==> config.mk <==
export PLATFORM = sky130hd
export DESIGN_NAME = bczr_ram
export DESIGN_NICKNAME = d
export VERILOG_FILES = /design/src/rtl/bczr_ram.sv
export SDC_FILE = /design/constraint.sdc
export NUM_CORES = 1
export LEC_CHECK = 0
export BUFFER_PORTS_ARGS = -buffer_cell sky130_fd_sc_hd__buf_2
export CORE_MARGIN = 8
export CORE_UTILIZATION = 60
export CTS_CLUSTER_DIAMETER = 200
export DETAILED_ROUTE_END_ITERATION = 16
export PLACE_DENSITY = 0.78
export SETUP_SLACK_MARGIN = 0.3
export SYNTH_ARGS = -nofsm -noshare
export SYNTH_HDL_FRONTEND = slang
export SYNTH_SLANG_ARGS = --single-unit
==> constraint.sdc <==
create_clock -name clk -period 1.71 [get_ports clk]
set_input_delay 0.0855 -clock clk [delete_from_list [all_inputs] [get_ports clk]]
set_output_delay 0.0855 -clock clk [all_outputs]
set_load 0.05 [all_outputs]
==> src/rtl/bczr_ram.sv <==
// Generic single-port-write, single-port-read RAM with registered read data.
module bczr_ram #(
  parameter int Width = 8,
  parameter int Depth = 16
) (
  input  logic                     clk,
  input  logic                     we,
  input  logic [$clog2(Depth)-1:0] waddr,
  input  logic [Width-1:0]         wdata,
  input  logic                     re,
  input  logic [$clog2(Depth)-1:0] raddr,
  output logic [Width-1:0]         rdata
);

  logic [Width-1:0] mem [Depth];

  always_ff @(posedge clk) begin
    if (we) begin
      mem[waddr] <= wdata;
    end
    if (re) begin
      rdata <= mem[raddr];
    end
  end

endmodule

==> flow_summary.ini <==
[critical_path]
reg2reg_depth = 3
r2r-start = mem[11][6]
crit_type = reg2reg
critPathMaxFanout = 1
r2r_end = rdata[6]
crit_path_start_kind = register
path_cells = mux4_2 -> a22oi_1 -> nand2_1
worstPathRequired_ns = 1.95
critPathSlowestCell = mux4_2
cp_slowest_stage_delay_ns = 0.47
ff2ff_setup_slack_ns = 0.27
end_kind = register
arrival_ns = 1.69

[timing]
hold_viol = 0
worst_slew_pin_slew_ns = 0.5382
finalCritPeriodShare_pct = 84.43
fmax_ghz = 0.6926
finalSetupViolCount = 0
min_period_ns = 1.444
holdWs_ns = 0.1445
skew_ns = 0.005228
fin_setup_tns_ns = 0
drv_slew = 0
rsz0062_at_grt = yes
slew_headroom_pct = 64.12

[route]
firstDrtPassIters = 4
drc_errors = 0
vias = 2640
routed_wl_um = 10970
routedWlPerCell_um = 26.44
drtAntennaViolNets = 0
avgViaCountPerCell = 6.361
dr.first_iter.drc_count = 264

[finish]
layout.nets = 313
antenna_cells = 0
mostFrequentLayoutCells = edfxtp_1 (136), mux4_2 (29), buf_2 (26), buf_4 (18), clkbuf_16 (16)
drive_above_1_share_pct = 37.79
layout_commonest_cell = edfxtp_1
areaGrowthSynthToFinish_pct = 20.61

[clock_tree]
cts_sinks = 136
root_buffer = clkbuf_8
insertion_delay_ns = 0.50
cts_tree = built
cts_max_level = 4
path_clk_slew_ns = 0.06
cts_made_buffers = 17
post-cts-setup-buffers = 0
cts_max_path_buffers = 2

[worst_hold_path]
min-delay-start = waddr[1]
hold_depth = 3
hold_path.class = in2reg
holdPathEnd = mem[0][5]

[synth]
ys_warn_count = 0
synthXorXnorAreaFrac_pct = 0
synth_top_area_cell = edfxtp_1
synthTopCellsByArea = edfxtp_1 (78%), mux4_2 (7.8%), mux4_1 (7.0%)
syn_area_per_cell_um2 = 22.83
synth_top_family_by_area = multiplexers
synth_top_cell_area_share_pct = 78.12
synthDistinctLibCells = 18
syn_inst = 229
syn-cell-area_um2 = 5228
synth_seq_area_share_pct = 78.12
synth_compound_area_share_pct = 2.298
synth-seq-cells = 136
synthesis.nets = 248
synth_fa_ha_area_share_pct = 0
synthMuxAreaShare_pct = 14.79
synthSimpleGateAreaFrac_pct = 3.135

[placed_design]
gp_congestion = 0.7348
io_buffers = 26
hpwl_um = 6289

[die]
design.core.area_um2 = 8593
initial_core_util_pct = 60.83
die_area_um2 = 11960
fp.dieW_um = 109.3
die_h_um = 109.3
ios = 27
rows = 34

[global_routing]
grt_pass1_wl_um = 16900
grt.total_usage_pct = 20.50
antenna_found_initial = 0
grt_pass1_vias = 2747
overflow = 0
grt_max_degree = 33

[power_and_ir_drop]
p_int_mw = 6.283
p_comb_share_pct = 5.6
ir_drop_v = 0.0005699
pwr-share-seq_pct = 48.1
p_sw_share_pct = 20.22
p_per_area_nw_per_um2 = 1249
p_switching_mw = 1.593
p_leak_nw = 2.114
pwr-share-clk_pct = 46.3

[job]
drv_cap = 0

[outcome]
status = finished clean
[cells by family after synthesis]
| family | after synthesis |
|---|---|
| AOI/OAI and AO/OA | 16 |
| buffers and inverters | 10 |
| DFF | 136 |
| muxes | 32 |
| and+or+nand+nor | 35 |
[how the worst max path moves through the flow]
stage | depth (start not counted) | slack [ns] | to | startpoint
2_1_floorplan | 5 | 0.34 | rdata[1] | raddr[0]
3_3_place_gp | 5 | 0.07 | rdata[3] | raddr[0]
3_5_place_dp | 5 | 0.05 | rdata[3] | raddr[0]
4_1_cts | 3 | 0.26 | rdata[2] | mem[3][2]
5_1_grt | 3 | 0.23 | rdata[3] | mem[11][3]
6_report | 3 | 0.27 | rdata[6] | mem[11][6]
[power by group through the flow]
stage / logic, mW / clock network [mW] / registers [mW]
floorplan: 0.190 / 0 / 3.90
global placement: 0.393 / 0 / 3.84
detailed placement: 0.403 / 0 / 3.85
CTS: 0.445 / 3.68 / 3.79
global route: 0.473 / 3.84 / 3.79
finish: 0.444 / 3.65 / 3.79
[worst max-delay path, delay by kind of cell (launching register included)]
| kind | cells | cell delay, ns |
|---|---|---|
| compound gates | 1 | 0.27 |
| flops | 1 | 0.36 |
| mux | 1 | 0.47 |
| simple gates | 1 | 0.08 |
[cell type report]
type                            instances  area, µm²
Clock buffer                           18      417.9
Clock inverter                         14      181.4
Fill cell                             481       2288
Multi-Input combinational cell         83       1071
Sequential cell                       136       4084
Tap cell                              108      135.1
Timing Repair Buffer                   56      415.4
[cell usage after synthesis, drive strengths merged]
cell	count
nand3	1
and2b	1
nand3b	2
nor3	4
buf	7
nand2	9
and2	1
edfxtp	136
nand2b	2
a22oi	16
mux4	32
nor2b	1
or3b	1
nor2	13
clkdlybuf4s25	3
[per-stage QoR]
stage	worst slack (ns)	cell area [µm²]	cells	total power [mW]	util (%)
after floorplan	0.3421	5233	229	4.087	-
after global placement	0.06684	5607	374	4.236	65.24
after detailed placement	0.04943	5607	374	4.253	65.24
after CTS	0.2604	6299	415	7.909	73.30
after global routing	0.2303	6305	415	8.100	73.37
final	0.2662	6305	415	7.876	73.37
[repair_timing]
item / 4_1_cts / 5_1_grt
hold buffers: 9 / 0
pin swaps: 7 / 2
hold endpoints to repair: 136 / 0
setup endpoints to repair: 8 / 8
resized for setup: 18 / 3
[sequential cells by signal (all words and copies together) (netlist names)]
register,count
mem,128
rdata,8
[layer usage]
metal / track usage [%] / vias to the layer above / part of all wire, %
met5: 0 / - / 0
met4: 9.643 / 0 / 2.5
met3: 5.686 / 17 / 8.3
met2: 31.61 / 161 / 50
met1: 26.74 / 1354 / 39
li1: - / 1108 / -
No activity file was read; power rests on OpenSTA's default activity.
