==> src/rtl/bczr_pkg.sv <==
// Shared constants and types for the bilinear center-zoom resampler.
package bczr_pkg;

  localparam int MaxWidth  = 512;
  localparam int MaxHeight = 512;
  localparam int XW = $clog2(MaxWidth);
  localparam int YW = $clog2(MaxHeight);
  localparam int BankDepth = (MaxWidth / 2) * (MaxHeight / 2);
  localparam int BankAw = $clog2(BankDepth);
  localparam int PixW = 24;
  localparam int SW = 45;

  localparam logic [8:0]  WeightOne  = 9'd256;
  localparam logic [24:0] BlendRound = 25'd32768;

  localparam logic MODE_WRITE  = 1'b0;
  localparam logic MODE_SAMPLE = 1'b1;

  localparam logic [2:0] REG_WIDTH    = 3'd0;
  localparam logic [2:0] REG_HEIGHT   = 3'd1;
  localparam logic [2:0] REG_CENTER_X = 3'd2;
  localparam logic [2:0] REG_CENTER_Y = 3'd3;
  localparam logic [2:0] REG_INV_ZOOM = 3'd4;

  typedef struct packed {
    logic [XW-1:0] lo;
    logic [XW-1:0] hi;
    logic [8:0]    wt;
  } axis_t;

endpackage

==> src/rtl/bczr_lane.sv <==
// One color-channel blend lane: two pipelined multiply stages.
module bczr_lane
  import bczr_pkg::*;
(
  input  logic       clk,
  input  logic       en1,
  input  logic       en2,
  input  logic [7:0] p00,
  input  logic [7:0] p01,
  input  logic [7:0] p10,
  input  logic [7:0] p11,
  input  logic [8:0] wx,
  input  logic [8:0] wy,
  output logic [7:0] result
);

  logic [16:0] t_r, t_nxt, b_r, b_nxt;
  logic [8:0]  wy_r;
  logic [8:0]  iw, ih;
  logic [26:0] v;

  always_comb begin
    iw = WeightOne - wx;
    t_nxt = 17'(p00 * iw) + 17'(p01 * wx);
    b_nxt = 17'(p10 * iw) + 17'(p11 * wx);
  end

  always_ff @(posedge clk) begin
    if (en1) begin
      t_r  <= t_nxt;
      b_r  <= b_nxt;
      wy_r <= wy;
    end
  end

  logic [7:0] res_r;
  always_comb begin
    ih = WeightOne - wy_r;
    v = 27'(t_r * ih) + 27'(b_r * wy_r) + 27'(BlendRound);
  end

  always_ff @(posedge clk) begin
    if (en2) begin
      res_r <= v[23:16];
    end
  end

  assign result = res_r;

endmodule

==> config.mk <==
export PLATFORM = sky130hd
export DESIGN_NAME = bczr_lane
export DESIGN_NICKNAME = d
export VERILOG_FILES = /design/src/rtl/bczr_pkg.sv /design/src/rtl/bczr_lane.sv
export SDC_FILE = /design/constraint.sdc
export NUM_CORES = 1
export LEC_CHECK = 0
export ABC_AREA = 1
export BUFFER_PORTS_ARGS = -buffer_cell sky130_fd_sc_hd__buf_2
export CAP_MARGIN = 20
export CORE_MARGIN = 2
export CORE_UTILIZATION = 40
export CTS_CLUSTER_SIZE = 8
export DETAILED_ROUTE_END_ITERATION = 10
export MAX_ROUTING_LAYER = met4
export PLACE_DENSITY = 0.53
export REMOVE_ABC_BUFFERS = 1
export SLEW_MARGIN = 20
export SYNTH_ARGS = -nofsm -noshare
export SYNTH_HDL_FRONTEND = slang
export SYNTH_SLANG_ARGS = --single-unit
==> constraint.sdc <==
create_clock -name clk -period 8.35 [get_ports clk]
set_clock_uncertainty 0.05 [all_clocks]
set_input_delay 0.835 -clock clk [delete_from_list [all_inputs] [get_ports clk]]
set_output_delay 0.835 -clock clk [all_outputs]
set_load 0.05 [all_outputs]
==> results of run 1 <==
-- worst reg2reg max path, cell delays in order (launching register included) --
cell and delay (ns):
edfxtp_1 0.79, or4_1 0.65, nand2_1 0.44, inv_1 0.21
nand2_1 0.12, fa_1 0.45, fa_1 0.54, fa_1 0.53
inv_1 0.06, fa_1 0.49, fa_1 0.51, inv_1 0.05
fa_1 0.49, inv_1 0.05, ha_1 0.36, nand2_1 0.15
nor2_1 0.21, nand4_1 0.14, inv_1 0.11, nand3_1 0.21
nand4_1 0.13, nand2_1 0.06
-- cells by family after synthesis --
| kind of cell | Yosys count | share of synthesized area (%) |
|---|---|---|
| adder cells (fa/ha/maj) | 676 | 55.98 |
| flip-flops | 51 | 7.166 |
| AO/OA/AOI/OAI | 92 | 2.447 |
| XOR/XNOR | 43 | 1.762 |
| AND/OR/NAND/NOR | 826 | 15.15 |
| buffers and inverters | 987 | 17.49 |
-- state kept, by name, summed over array words and instances (netlist names) --
| signal | count |
|---|---|
| b_r | 17 |
| t_r | 17 |
| wy_r | 9 |
| result | 8 |
-- worst max-delay path by stage --
stage               start  endpoint  slack, ns  depth (start not counted)
global route        wx[1]   t_r[13]       0.79                         24
detailed placement  wx[2]   t_r[13]       0.82                         23
finish              wx[2]   t_r[13]       1.11                         23
CTS                 wx[2]   t_r[13]       1.16                         23
global placement    wx[1]   t_r[13]       0.85                         24
floorplan           wx[0]   b_r[13]       1.84                         27
-- area by class of cell --
| type | count | share of cell area, % |
|---|---|---|
| clock inverter | 3 | 0.1174 |
| timing repair buffer | 70 | 1.677 |
| multi-input combinational | 1637 | 71.93 |
| inverter | 895 | 15.03 |
| sequential | 51 | 6.841 |
| tap | 688 | 3.846 |
| clock buffer | 5 | 0.5589 |
-- cells in the final DEF (no fill, tap or decap), drive strengths merged, types with 28 or more instances in the layout --
cell    instances
inv           897
nor2          171
edfxtp         51
a21oi          40
nand2         587
ha            209
fa            467
buf            70
o21ai          28
nand3          41
xor2           31
-- routing by layer --
metal  share of wire, %  wire length [um]  vias up  GRT usage, %
li1                   -                 -     7469             -
met1                 42             22920     7693         25.88
met2                 52             28370      318         39.12
met5                  0                 0        -             -
met4                3.2              1775        0         6.713
met3                3.0              1634       77         1.290
-- metrics by stage --
step / hold WS, ns / instances / utilization [%] / setup slack [ns]
global route: 0.6239 / 3349 / 42.51 / 0.7867
floorplan: 0.8787 / 2583 / - / 1.838
CTS: 0.6166 / 3349 / 42.51 / 1.156
detailed placement: 0.9656 / 3341 / 42.23 / 0.8186
finish: 0.6344 / 3349 / 42.51 / 1.113
global placement: 0.9620 / 3341 / 42.23 / 0.8539
-- Yosys cell counts, types with 3 or more instances --
cell	instances
edfxtp_1	51
xor2_1	31
inv_1	891
nand4_1	7
nor3_1	10
o21ai_0	27
xnor2_1	12
inv_2	3
ha_1	209
fa_1	467
o21bai_1	4
nor2_1	169
o31ai_1	3
nand3_1	41
a21o_1	9
buf_2	10
or2_2	3
clkbuf_1	71
nand2_1	584
a21oi_1	40
buf_1	7
==> results_dict.tcl, run 1 <==
set metrics [dict create \
    status "finished clean" \
    seq_area_um2 1531 \
    placed_cell_area_um2 22230 \
    max_freq_ghz 0.1382 \
    syn2layout_area_growth_pct 4.742 \
    start_util_pct 40.59 \
    htreeDepth 2 \
    io_buffers 60 \
    vias_per_cell 4.645 \
    r2r_slack_ns 1.34 \
    synth_enable_flop_cells 51 \
    crit_path_max_fanout 19 \
    die_area_um2 55290 \
    period_needed_ns 7.237 \
    grt_pass1_wl_um 92260 \
    drv_slew 0 \
    post_cts_resized 0 \
    multi_input_area_um2 16100 \
    tightest_slew_ns 1.093 \
    rsz0062_at_grt "false" \
    seq_area_frac_synth_pct 7.166 \
    worstPathCellList "buf_2 > nor3_1 > or2_2 > nand2_1 > inv_1 > nand2_1 > fa_1 > fa_1 > fa_1 > fa_1 > inv_1 > fa_1 > inv_1 > fa_1 > inv_1 > ha_1 > inv_1 > o21ai_0 > nand2_1 > nand3_1 > a21boi_0 > o21ai_0 > xor2_1" \
    grt_pass1_vias 17650 \
    die_w_um 235.1 \
    path_common_cell "fa_1" \
    crit_family "adder cells" \
    yosysWarnings 0 \
    async_reset_ff_share_pct 0 \
    cp-start-kind "primary input" \
    dp_hpwl_um 47470 \
    ant_nets 0 \
    cts_sinks 51 \
    antenna_cells 0 \
    endpoint_kind "register" \
    synthTopCellsByArea "fa_1 (44%), inv_1 (16%), ha_1 (12%)" \
    finalSetupViolations 0 \
    overflow 0 \
    synth.distinct_cells 40 \
    drive_gt1_share_pct 3.570 \
    crit_type "primary input to register" \
    clk_latency_ns 0.33 \
    r2r-start "wy_r[4]" \
    gp_congestion 0.9123 \
    syn_inst 2675 \
    fillCellCount 5438 \
    die_h_um 235.1 \
    tns_ns 0 \
    antenna_found_initial 0 \
    worstHoldEndpoint "wy_r[5]" \
    ios 61 \
    yosysTopAreaCell "fa_1" \
    reg2reg_depth 21 \
    cts_buffers 5 \
    path_clk_slew_ns 0.08 \
    whs_path_depth 1 \
    drc_errors 0 \
    cts_setup_buffers 0 \
    reg2reg_to "result[6]" \
    fin_area_um2 22390 \
    drv_cap 0 \
    grt_max_degree 44 \
    synth-seq-cells 51 \
    synth_top_cell_area_share_pct 43.74 \
    path_buf_inv 6 \
    synth_ff_type "edfxtp_1" \
    rows 84 \
    cts_buffer_depth 2 \
    crit_required_ns 8.35 \
    hold_viol_final 0 \
    cts_tree "done" \
    wl_per_cell_um 16.33 \
    slowest_delay_ns 0.58 \
    synth.avg_cell_area_um2 7.989 \
    core_um2 52660 \
    relSlewSlack_pct 27.11 \
    cp_slowest_cell "fa_1" \
    num_vias 15560 \
    cts_root_buf "clkbuf_16" \
    wl_um 54690 \
    cts_hold_buf 0 \
    nets 3389 \
    timing.final.crit_share_pct 86.67 \
    cp_data_arrival_time_ns 7.24 \
    hp-start "wy[5]" \
    firstDrtPassIters 5 \
    synth_area_um2 21370 \
    hp-class "primary input to register" \
    drtIter0Drc 727 \
    grt_use_total_pct 21.65 \
]
Power of run 1 is left out: the tool's default activity adds up to more than one toggle a clock period on the data nets, which glitch-free logic cannot reach.
==> run 2: changes to the inputs <==
- clock period: 8.35 -> 6.7 ns (I/O delays scaled with it)
==> run 2 against run 1 <==
  * Count of clock-buffer cells in the layout did not move
  * Critical path depth rose by 3
  * Worst setup slack got worse by 0.86 ns
  * Cell count rose by 1.8%
  * Die area did not move
  * Critical path type is now register to register
  * Non-clock buffer count rose by 61
  * Routed wire length fell by 1.5%
  * Register-to-register slack got worse by 1.1 ns
  * Global-route usage fell by 0.67 points
==> results_dict.tcl, run 2 (synthesized netlist as in run 1, its figures left out) <==
set metrics [dict create \
    relSlewSlack_pct 32.41 \
    nets 3450 \
    timing.final.crit_share_pct 96.28 \
    post_cts_resized 0 \
    endpoint "result[6]" \
    r2r-start "wy_r[0]" \
    largest_registers "b_r: 17 flops, t_r: 17 flops, wy_r: 9 flops" \
    final_cell_mix "inv_1 (889), nand2_1 (582), fa_1 (467), ha_1 (206), nor2_1 (164)" \
    wl_per_cell_um 15.80 \
    cp_data_arrival_time_ns 6.48 \
    ios 61 \
    clk_latency_ns 0.32 \
    status "finished clean" \
    core_um2 52660 \
    htreeDepth 2 \
    antenna_cells 0 \
    grt_pass1_vias 17400 \
    reg2reg_to "result[6]" \
    rows 84 \
    cts_root_buf "clkbuf_16" \
    wl_met3_um 2041 \
    placed_cell_area_um2 22720 \
    reg2reg_depth 26 \
    fin_util_pct 43.58 \
    io_buffers 60 \
    m1WireLength_um 23090 \
    drv_cap 0 \
    r2r_slack_ns 0.25 \
    path_clk_slew_ns 0.08 \
    max_freq_ghz 0.1550 \
    crit_path_max_fanout 4 \
    slowest_delay_ns 0.57 \
    overflow 0 \
    dp_hpwl_um 48070 \
    crit_required_ns 6.73 \
    grt_max_degree 44 \
    ant_nets 0 \
    top_layer "met4" \
    period_needed_ns 6.451 \
    fillCellCount 5399 \
    num_vias 15830 \
    antenna_found_initial 0 \
    start_util_pct 40.59 \
    wl_met2_um 27720 \
    rsz0062_at_grt "true" \
    hp-class "primary input to register" \
    gp_congestion 0.8878 \
    grt_pass1_wl_um 89540 \
    drtIter0Drc 694 \
    drv_slew 0 \
    die_h_um 235.1 \
    drive_gt1_share_pct 6.503 \
    cts_buffer_depth 2 \
    multi_input_area_um2 16180 \
    die_area_um2 55290 \
    finalSetupViolations 0 \
    tightest_slew_ns 1.014 \
    wl_um 53880 \
    firstDrtPassIters 5 \
    cp-start-kind "register" \
    seq_area_um2 1531 \
    crit_type "register to register" \
    hold_viol_final 0 \
    cts_setup_buffers 0 \
    grt_use_total_pct 20.98 \
    syn2layout_area_growth_pct 7.382 \
    cp_slowest_cell "fa_1" \
    cts_tree "done" \
    mostFrequentLayoutCell "inv_1" \
    cts_sinks 51 \
    die_w_um 235.1 \
    fin_area_um2 22950 \
    cts_buffers 5 \
    vias_per_cell 4.641 \
    drc_errors 0 \
    startpoint "wy_r[0]" \
    cts_hold_buf 0 \
    endpoint_kind "register" \
]
-- run 2: cell count changes in the layout (fill, tap and decap cells not counted), moves of 3 or more --
| cell | change |
|---|---|
| nor3_1 | -3 |
| o21ai_0 | -4 |
| ha_1 | -3 |
| nor2_1 | -5 |
| o21ai_1 | +4 |
| buf_4 | +59 |
| nor2_2 | +5 |
| nor3_2 | +3 |
-- run 2: cell type report --
type / instances / area share, %
Timing Repair Buffer: 131 / 3.740
Sequential cell: 51 / 6.673
Multi-Input combinational cell: 1637 / 70.52
Inverter: 895 / 14.67
Clock buffer: 5 / 0.5452
Clock inverter: 3 / 0.09814
Tap cell: 688 / 3.751
-- run 2: critical path: cells and delay by family, from the launching register on --
kind            cells  cell delay (ns)
simple gates       10             1.36
buf+inv             7             0.65
flops               1             0.52
fa+ha+maj           8             3.51
compound gates      1             0.13
-- run 2: worst min-delay path by stage --
stage / from / to / slack (ns) / depth (start not counted)
5_1_grt: wy[7] / wy_r[7] / 0.46 / 1
6_report: wy[5] / wy_r[5] / 0.47 / 1
3_3_place_gp: wy[5] / wy_r[5] / 0.80 / 1
3_5_place_dp: wy[5] / wy_r[5] / 0.80 / 1
2_1_floorplan: wy[0] / wy_r[0] / 0.72 / 0
4_1_cts: wy[5] / wy_r[5] / 0.46 / 1
-- run 2: stage by stage --
step	setup TNS [ns]	std cells	hold slack [ns]	setup slack [ns]
after floorplan	0	2583	0.7189	0.3115
after global placement	0	3402	0.7964	0.002153
after detailed placement	-0.06451	3402	0.7992	-0.02898
after CTS	0	3410	0.4633	0.07222
after global routing	-0.02058	3410	0.4648	-0.01173
final	0	3410	0.4684	0.2493
-- run 2: metal layers --
metal | GRT usage [%] | vias up
li1 | - | 7582
met1 | 25.92 | 7873
met2 | 37.52 | 310
met3 | 1.712 | 62
met4 | 4.450 | 0
met5 | - | -
Power of run 2 is left out for the same reason.
