File: src/rtl/bczr_pkg.sv
// Shared constants and types for the bilinear center-zoom resampler.
package bczr_pkg;

  localparam int MaxWidth  = 512;
  localparam int MaxHeight = 512;
  localparam int XW = $clog2(MaxWidth);
  localparam int YW = $clog2(MaxHeight);
  localparam int BankDepth = (MaxWidth / 2) * (MaxHeight / 2);
  localparam int BankAw = $clog2(BankDepth);
  localparam int PixW = 24;
  localparam int SW = 45;

  localparam logic [8:0]  WeightOne  = 9'd256;
  localparam logic [24:0] BlendRound = 25'd32768;

  localparam logic MODE_WRITE  = 1'b0;
  localparam logic MODE_SAMPLE = 1'b1;

  localparam logic [2:0] REG_WIDTH    = 3'd0;
  localparam logic [2:0] REG_HEIGHT   = 3'd1;
  localparam logic [2:0] REG_CENTER_X = 3'd2;
  localparam logic [2:0] REG_CENTER_Y = 3'd3;
  localparam logic [2:0] REG_INV_ZOOM = 3'd4;

  typedef struct packed {
    logic [XW-1:0] lo;
    logic [XW-1:0] hi;
    logic [8:0]    wt;
  } axis_t;

endpackage

File: src/rtl/bczr_axis.sv
// Two-stage coordinate mapping for one axis: multiply, then clamp and split.
module bczr_axis
  import bczr_pkg::*;
(
  input  logic          clk,
  input  logic          en,
  input  logic [8:0]    idx,
  input  logic [9:0]    len_reg,
  input  logic [16:0]   center,
  input  logic [17:0]   inv,
  output axis_t         axis
);

  logic signed [SW-1:0] prod_r, prod_nxt;
  logic signed [SW-1:0] base_r, base_nxt;
  logic [XW:0]          len_r, len_nxt;
  logic signed [18:0]   diff;
  logic signed [SW-1:0] s;
  logic signed [SW-1:0] top;
  logic [XW:0]          last;
  logic [24:0]          fr;

  always_comb begin
    diff = $signed({2'b00, idx, 8'd0}) - $signed({2'b00, center});
    prod_nxt = SW'(diff * $signed({1'b0, inv}));
    base_nxt = $signed({{(SW-33){1'b0}}, center, 16'd0});
    if (len_reg == 10'd0) begin
      len_nxt = (XW+1)'(1);
    end else if ({1'b0, len_reg} > 11'(MaxWidth)) begin
      len_nxt = (XW+1)'(MaxWidth);
    end else begin
      len_nxt = (XW+1)'(len_reg);
    end
  end

  always_ff @(posedge clk) begin
    if (en) begin
      prod_r <= prod_nxt;
      base_r <= base_nxt;
      len_r  <= len_nxt;
    end
  end

  always_comb begin
    s = prod_r + base_r;
    last = len_r - (XW+1)'(1);
    top = $signed({{(SW-XW-25){1'b0}}, last, 24'd0});
    fr = {1'b0, s[23:0]} + BlendRound;
    if (s <= 0) begin
      axis.lo = '0;
      axis.hi = '0;
      axis.wt = '0;
    end else if (s >= top) begin
      axis.lo = last[XW-1:0];
      axis.hi = last[XW-1:0];
      axis.wt = '0;
    end else begin
      axis.lo = s[XW+23:24];
      axis.hi = s[XW+23:24] + XW'(1);
      axis.wt = fr[24:16];
    end
  end

endmodule

File: config.mk
export PLATFORM = sky130hd
export DESIGN_NAME = bczr_axis
export DESIGN_NICKNAME = d
export VERILOG_FILES = /design/src/rtl/bczr_pkg.sv /design/src/rtl/bczr_axis.sv
export SDC_FILE = /design/constraint.sdc
export NUM_CORES = 1
export LEC_CHECK = 0
export ABC_AREA = 1
export CAP_MARGIN = 15
export CORE_UTILIZATION = 67
export DETAILED_ROUTE_END_ITERATION = 8
export DONT_BUFFER_PORTS = 1
export PLACE_DENSITY_LB_ADDON = 0.05
export SETUP_SLACK_MARGIN = 0.05
export SLEW_MARGIN = 20
export SYNTH_ARGS = -nofsm -noshare
export SYNTH_HDL_FRONTEND = slang
export SYNTH_SLANG_ARGS = --single-unit
File: constraint.sdc
create_clock -name clk -period 9.4 [get_ports clk]
set_clock_uncertainty 0.2 [all_clocks]
set_input_delay 0.47 -clock clk [delete_from_list [all_inputs] [get_ports clk]]
set_output_delay 0.47 -clock clk [all_outputs]
set_load 0.05 [all_outputs]
==> results of run 1 <==
area by class of cell:
cell class	instances	area [sq um]
well taps	319	399
multi-input cells	1475	12100
inverters	502	1880
repair buffers	2	15.0
fillers	1975	6880
clock buffers	9	225
flip-flops and latches	64	1920
clock inverters	7	71.3
per-stage QoR:
| stage | hold slack, ns | std cells | area [sq um] |
|---|---|---|---|
| 6_report | 0.0356 | 2378 | 16700 |
| 5_1_grt | 0.0241 | 2378 | 16700 |
| 4_1_cts | 0.0262 | 2378 | 16700 |
| 3_5_place_dp | 0.369 | 2362 | 16400 |
| 3_3_place_gp | 0.369 | 2362 | 16400 |
| 2_1_floorplan | 0.369 | 2087 | 16200 |
logic make-up after synthesis:
kind of cell / after synthesis / share of synthesized area [%]
simple gates: 866 / 22.6
buf+inv: 548 / 12.9
fa+ha+maj: 431 / 45.3
compound gates: 125 / 4.30
flops: 64 / 11.9
xor+xnor: 53 / 2.92
placed cells by master, fill, tap and decap left out, types with 3 or more instances in the layout:
master / count
o21a_1: 3
o21ai_0: 34
clkbuf_16: 9
edfxtp_1: 64
o211ai_1: 4
nor2_1: 227
ha_1: 174
a21boi_0: 4
and2_1: 4
a31oi_1: 3
fa_1: 257
inv_2: 3
nand2_2: 9
nor2_2: 12
nand2_1: 459
nand3_2: 4
nor2_4: 3
o21bai_1: 5
nand3_1: 88
nor4_1: 6
or2_2: 8
nand4_1: 15
nor3_1: 16
nand3b_1: 6
a21oi_1: 64
inv_1: 498
xnor2_1: 21
xor2_1: 31
flip-flops by register name, indices dropped and copies added (netlist names):
signal,count
prod_r,37
base_r,17
len_r,10
worst max path at each step:
stage	from	end	slack [ns]	cells past startpoint
3_3_place_gp	center[12]	prod_r[31]$_DFFE_PP_	0.92	32
5_1_grt	center[0]	prod_r[31]$_DFFE_PP_	0.88	31
6_report	center[0]	prod_r[31]$_DFFE_PP_	1.15	29
2_1_floorplan	center[0]	prod_r[34]$_DFFE_PP_	1.76	32
4_1_cts	center[12]	prod_r[31]$_DFFE_PP_	1.33	32
3_5_place_dp	center[0]	prod_r[31]$_DFFE_PP_	0.99	29
layer usage:
metal	track usage (%)	vias to the layer above
met3	6.28	127
met4	16.3	0
met1	45.2	6364
met2	63.9	540
met5	0	-
li1	-	6216
worst max-delay path, delay by kind of cell:
kind / cells / cell delay, ns
AND/OR/NAND/NOR: 12 / 2.08
buffers and inverters: 6 / 0.90
XOR/XNOR: 1 / 0.19
AO/OA/AOI/OAI: 3 / 0.95
adder cells (fa/ha/maj): 7 / 3.52
==> results_dict.tcl, run 1 <==
set metrics [dict create \
    cp_data_required_time_ns 9.27 \
    cts_resized 0 \
    synth_cell_types 46 \
    post_cts_buffers 0 \
    htree_levels 3 \
    vias 13247 \
    yosysMostFrequentCell "inv_1" \
    syn_avg_cell_area_sq_um 7.74 \
    drc 0 \
    antenna_found_initial 0 \
    drive_gt1_share_pct 3.21 \
    synth_top_area_share_pct 31.8 \
    status "completed" \
    cts_buffers 9 \
    cp_max_fo 21 \
    critPathMaxStageDelay_ns 0.60 \
    cts_tree "done" \
    syn-num-nets 2574 \
    finalSetupViolations 0 \
    cp_slowest_cell "inv_1" \
    synth_top_area_cell "fa_1" \
    die_y_microns 157 \
    area_growth_pct 3.11 \
    clk_pin_slew_worst_paths_ns 0.06 \
    holdPathEnd "base_r[30]$_DFFE_PP_" \
    drtIter0Drc 919 \
    numClockSinks 64 \
    wl_met1_microns 17200 \
    die_area_sq_um 24700 \
    synth_commonest_cells "inv_1, nand2_1, fa_1" \
    worstHoldStart "center[14]" \
    wirelength_microns 43300 \
    dr_wl_met2_microns 20900 \
    grt_pass1_wl_microns 68600 \
    overflow 0 \
    ant_nets 0 \
    drv_cap 0 \
    grt.total_usage_pct 36.9 \
    synthCells 2087 \
    synthTopCellsByArea "fa_1, ha_1, edfxtp_1" \
    worstSetupPathType "input port to register" \
    post_drt_wl_per_cell_microns 18.2 \
    synth_ff_type "edfxtp_1" \
    synth-seq-area-share_pct 11.9 \
    hold_depth 0 \
    rsz0062_at_grt "false" \
    ys_ff_latch 64 \
    cts_root_buffer "clkbuf_16" \
    relSlewSlack_pct 29.7 \
    holdBufCountCts 0 \
    worstMarginPinSlew_ns 1.05 \
    initial_utilization_pct 68.6 \
    avgViaCountPerCell 5.57 \
    cp-start-kind "input port" \
    post-dp-hpwl_microns 36200 \
    numPortBuffers 0 \
    drv_slew 0 \
    die_w_microns 157 \
    met3WireLength_microns 3160 \
    end_kind "register" \
    dr.pass1.iters 5 \
    ios 83 \
    cts_buffer_depth 2 \
    grt_pass1_vias 13555 \
    nets 2541 \
    post-route-util_pct 70.8 \
    synth_warnings 0 \
    post-place-ws_ns 0.994 \
    fin_crit_sh_pct 87.8 \
    async_reset_ff_share_pct 0 \
    final-hold-violation-count 0 \
    setup_slack_ns 1.15 \
    min_path_type "input port to register" \
    synth-edff-count 64 \
    syn_area_sq_um 16200 \
    diodes 0 \
    max_freq_mhz 121 \
    core_area_sq_um 23500 \
    period_needed_ns 8.25 \
    rows 56 \
    grt_max_degree 65 \
    highest_layer "met4" \
    fin_tns_setup_ns 0 \
    worstPathArrival_ns 8.12 \
    place_congestion 0.962 \
]
Power of run 1 is left out: the tool's default activity adds up to more than one toggle a clock period on the data nets, which glitch-free logic cannot reach.
==> run 2, diff against run 1 <==
--- a/config.mk
+++ b/config.mk
@@ -6,10 +6,10 @@
 export NUM_CORES = 1
 export LEC_CHECK = 0
 export ABC_AREA = 1
+export BUFFER_PORTS_ARGS = -buffer_cell sky130_fd_sc_hd__buf_2
 export CAP_MARGIN = 15
-export CORE_UTILIZATION = 67
+export CORE_UTILIZATION = 65
 export DETAILED_ROUTE_END_ITERATION = 8
-export DONT_BUFFER_PORTS = 1
 export PLACE_DENSITY_LB_ADDON = 0.05
 export SETUP_SLACK_MARGIN = 0.05
 export SLEW_MARGIN = 20
==> run 2 against run 1 <==
  * Critical path depth up 3
  * Cell area up 2.4%
  * Non-clock buffer count up 84
  * First-iteration DRC count up 40%
  * Via count up 2.3%
  * Utilization down 0.62 points
  * Global-route usage down 0.83 points
  * Wire length up 1.0%
  * Count of clock-buffer cells in the layout up 1
  * Largest cell class unchanged
==> results_dict.tcl, run 2 (synthesis gave the netlist of run 1 again) <==
set metrics [dict create \
    core_area_sq_um 24300 \
    period_needed_ns 8.50 \
    ios 83 \
    fin_tns_setup_ns 0 \
    regMostFlops "prod_r" \
    die_w_microns 160 \
    highest_layer "met4" \
    worstMarginPinSlew_ns 0.943 \
    end_kind "register" \
    finalSetupViolations 0 \
    cts_root_buffer "clkbuf_16" \
    met3WireLength_microns 3080 \
    vias 13550 \
    numPortBuffers 82 \
    ant_nets 0 \
    place_congestion 1.00 \
    initial_utilization_pct 66.5 \
    worstSetupPathType "input port to register" \
    dr.pass1.iters 6 \
    cp-start-kind "input port" \
    grt.total_usage_pct 36.1 \
    most-common-layout-cells "inv_1, nand2_1, fa_1" \
    cp_slowest_cell "fa_1" \
    seqCellArea_sq_um 1920 \
    cp_max_fo 21 \
    largest_reg_flops 37 \
    drive_gt1_share_pct 7.00 \
    cts_tree "done" \
    final-hold-violation-count 0 \
    fillers 2075 \
    post_drt_wl_per_cell_microns 17.7 \
    max_freq_mhz 118 \
    cts_buffer_depth 2 \
    top_regs "prod_r: 37 flops, base_r: 17 flops, len_r: 10 flops" \
    numClockSinks 64 \
    dr_wl_met2_microns 20900 \
    drv_slew 0 \
    cp_data_required_time_ns 9.26 \
    grt_pass1_vias 13937 \
    status "completed" \
    overflow 0 \
    drtIter0Drc 1286 \
    multi_input_area_sq_um 12100 \
    die_area_sq_um 25500 \
    die_y_microns 160 \
    crit_path_frequent_cell "inv_1" \
    diodes 0 \
    worstPathArrival_ns 8.36 \
    rows 57 \
    antenna_found_initial 0 \
    drv_cap 0 \
    holdBufCountCts 0 \
    area_growth_pct 5.59 \
    startpoint "center[0]" \
    wl_met1_microns 17300 \
    crit_end "prod_r[31]$_DFFE_PP_" \
    rsz0062_at_grt "false" \
    fin_crit_sh_pct 90.4 \
    cts_buffers 9 \
    mostFrequentLayoutCell "inv_1" \
    post_cts_buffers 0 \
    hold_depth 1 \
    htree_levels 3 \
    wirelength_microns 43700 \
    min_path_type "input port to register" \
    post-dp-hpwl_microns 36500 \
    critPathMaxStageDelay_ns 0.55 \
    clk_pin_slew_worst_paths_ns 0.05 \
    nets 2625 \
    grt_max_degree 65 \
    drc 0 \
    avgViaCountPerCell 5.49 \
    cts_resized 0 \
    grt_pass1_wl_microns 70700 \
    relSlewSlack_pct 36.9 \
]
run 2: layout make-up:
cell class | instances | area share [%]
sequential | 64 | 11.3
clock inverter | 6 | 0.213
clock buffer | 10 | 1.34
inverter | 502 | 11.0
multi-input combinational | 1475 | 71.2
tap | 324 | 2.38
timing repair buffer | 86 | 2.58
run 2: layer usage:
layer	track usage (%)	up-vias
li1	-	6378
met3	3.58	144
met1	45.7	6427
met2	60.9	601
met4	20.1	0
met5	0	-
run 2: metrics by stage:
step	setup WS, ns	cells	utilization [%]	hold WS (ns)	instance area (sq um)
floorplan	1.76	2087	-	0.369	16200
global placement	0.842	2451	69.1	0.463	16800
detailed placement	0.680	2451	69.1	0.465	16800
CTS	1.00	2467	70.2	0.128	17100
global route	0.611	2467	70.2	0.130	17100
finish	0.900	2467	70.2	0.139	17100
run 2: worst min path at each step:
stage                           end       start  slack (ns)
4_1_cts        base_r[31]$_DFFE_PP_  center[15]        0.13
3_3_place_gp   base_r[31]$_DFFE_PP_  center[15]        0.46
5_1_grt        base_r[28]$_DFFE_PP_  center[12]        0.13
3_5_place_dp   base_r[31]$_DFFE_PP_  center[15]        0.47
2_1_floorplan  base_r[16]$_DFFE_PP_   center[0]        0.37
6_report       base_r[29]$_DFFE_PP_  center[13]        0.14
run 2: worst max-delay path, delay by kind of cell:
family                     cells  cell delay (ns)
buffers and inverters          8             0.98
AOI/OAI and AO/OA              4             1.08
adders and majority gates      8             3.58
and+or+nand+nor               10             1.68
xor gates and xnor gates       2             0.55
Power of run 2 is left out for the same reason.
==> run 3, diff against run 2 <==
--- a/config.mk
+++ b/config.mk
@@ -5,12 +5,13 @@
 export SDC_FILE = /design/constraint.sdc
 export NUM_CORES = 1
 export LEC_CHECK = 0
-export ABC_AREA = 1
+export ABC_AREA = 0
 export BUFFER_PORTS_ARGS = -buffer_cell sky130_fd_sc_hd__buf_2
 export CAP_MARGIN = 15
-export CORE_UTILIZATION = 65
+export CORE_UTILIZATION = 53
 export DETAILED_ROUTE_END_ITERATION = 8
 export PLACE_DENSITY_LB_ADDON = 0.05
+export RECOVER_POWER = 25
 export SETUP_SLACK_MARGIN = 0.05
 export SLEW_MARGIN = 20
 export SYNTH_ARGS = -nofsm -noshare
==> run 3 against run 2 <==
  * The flow now finishes with violations (max-capacitance violations, max-slew violations)
  * Die area grew 16%
  * Critical path depth is the same
  * Worst setup slack lost 0.11 ns
  * Critical path type unchanged
  * Critical endpoint is now prod_r[35]$_DFFE_PP_
==> results_dict.tcl, run 3 <==
set metrics [dict create \
    end_kind "register" \
    cp_max_fo 13 \
    grt.total_usage_pct 25.4 \
    dr.pass1.iters 5 \
    die_w_microns 172 \
    numClockSinks 64 \
    critPathMaxStageDelay_ns 0.56 \
    post_cts_buffers 0 \
    cp_data_required_time_ns 9.36 \
    rows 61 \
    cts_buffers 9 \
    yosysMostFrequentCell "inv_1" \
    final-hold-violation-count 0 \
    rsz0062_at_grt "false" \
    area_growth_pct 7.03 \
    mostFrequentLayoutCell "inv_1" \
    met3WireLength_microns 1480 \
    clk_pin_slew_worst_paths_ns 0.06 \
    max_freq_mhz 116 \
    dr_wl_met2_microns 16400 \
    synth_warnings 0 \
    synth_commonest_cells "inv_1, fa_1, nand2_1" \
    async_reset_ff_share_pct 0 \
    initial_utilization_pct 54.4 \
    overflow 0 \
    top_regs "prod_r: 37 flops, base_r: 17 flops, len_r: 10 flops" \
    cts_root_buffer "clkbuf_16" \
    post_drt_wl_per_cell_microns 16.6 \
    grt_pass1_vias 11346 \
    synthCells 1686 \
    largest_reg_flops 37 \
    wl_met1_microns 16900 \
    wirelength_microns 35200 \
    nets 2231 \
    cts_tree "done" \
    status "finished, violations left" \
    avgViaCountPerCell 5.24 \
    finalSetupViolations 0 \
    most-common-layout-cells "inv_1, fa_1, nand2_1" \
    cts_buffer_depth 2 \
    synth-edff-count 64 \
    syn_area_sq_um 15300 \
    numPortBuffers 82 \
    die_y_microns 172 \
    ant_nets 0 \
    synth_top_area_share_pct 33.7 \
    worstPathArrival_ns 8.57 \
    synth-seq-area-share_pct 12.6 \
    place_congestion 0.928 \
    synth_cell_types 68 \
    holdBufCountCts 0 \
    diodes 0 \
    vias 11154 \
    cp-start-kind "input port" \
    critPathTopFamily "adder cells" \
    syn_avg_cell_area_sq_um 9.07 \
    fin_crit_sh_pct 91.6 \
    drive_gt1_share_pct 7.03 \
    synth_ff_type "edfxtp_1" \
    worstMarginPinSlew_ns 3.30 \
    cts_resized 0 \
    ios 83 \
    post-dp-hpwl_microns 29000 \
    synthTopCellsByArea "fa_1, ha_1, edfxtp_1" \
    die_area_sq_um 29500 \
    grt_pass1_wl_microns 57700 \
    highest_layer "met4" \
    fin_tns_setup_ns 0 \
    violations "max-capacitance violations, max-slew violations" \
    htree_levels 3 \
    grt_max_degree 65 \
    syn-num-nets 2173 \
    period_needed_ns 8.61 \
    drtIter0Drc 583 \
    synth_top_area_cell "fa_1" \
    min_path_type "input port to register" \
    relSlewSlack_pct -120 \
    cp_slowest_cell "fa_1" \
    ys_ff_latch 64 \
    crit_path_frequent_cell "fa_1" \
    drv_cap 1 \
    crit_buf_inv 7 \
    antenna_found_initial 0 \
    regMostFlops "prod_r" \
    worstSetupPathType "input port to register" \
    drc 0 \
    drv_slew 65 \
    core_area_sq_um 28100 \
]
-- run 3: logic make-up after synthesis --
| family | Yosys count | synth area share [%] |
|---|---|---|
| buf+inv | 414 | 10.3 |
| xor+xnor | 80 | 4.58 |
| compound gates | 164 | 7.72 |
| flops | 64 | 12.6 |
| simple gates | 533 | 16.9 |
| fa+ha+maj | 431 | 47.9 |
-- run 3: path summary, 6_finish.rpt --
kind,start,endpoint,slack [ns],depth (start not counted)
min,center[8],base_r[24]$_DFFE_PP_,0.13,1
max,center[0],prod_r[35]$_DFFE_PP_,0.79,32
-- run 3: final cells by class --
cell class / instances / area [sq um]
clock buffer: 9 / 225
clock inverter: 7 / 70.1
fill: 2646 / 11700
inverter: 359 / 1350
multi-input combinational: 1208 / 11800
sequential: 64 / 1920
tap: 378 / 473
timing repair buffer: 102 / 532
-- run 3: through the flow --
| step | std cells | area, sq um | setup slack [ns] | utilization, % | hold WS [ns] |
|---|---|---|---|---|---|
| after detailed placement | 2111 | 16100 | 0.524 | 57.3 | 0.470 |
| after global routing | 2127 | 16400 | 0.376 | 58.2 | 0.124 |
| after floorplan | 1686 | 15300 | 0.754 | - | 0.369 |
| final | 2127 | 16400 | 0.788 | 58.2 | 0.133 |
| after global placement | 2111 | 16100 | 0.648 | 57.3 | 0.466 |
| after CTS | 2127 | 16400 | 0.849 | 58.3 | 0.119 |
-- run 3: layer usage --
metal  track usage, %  vias to the layer above
met3             2.55                       30
met2             42.2                      240
met1             35.8                     5511
met4             5.58                        0
met5                0                        -
li1                 -                     5373
Power of run 3 is left out for the same reason.
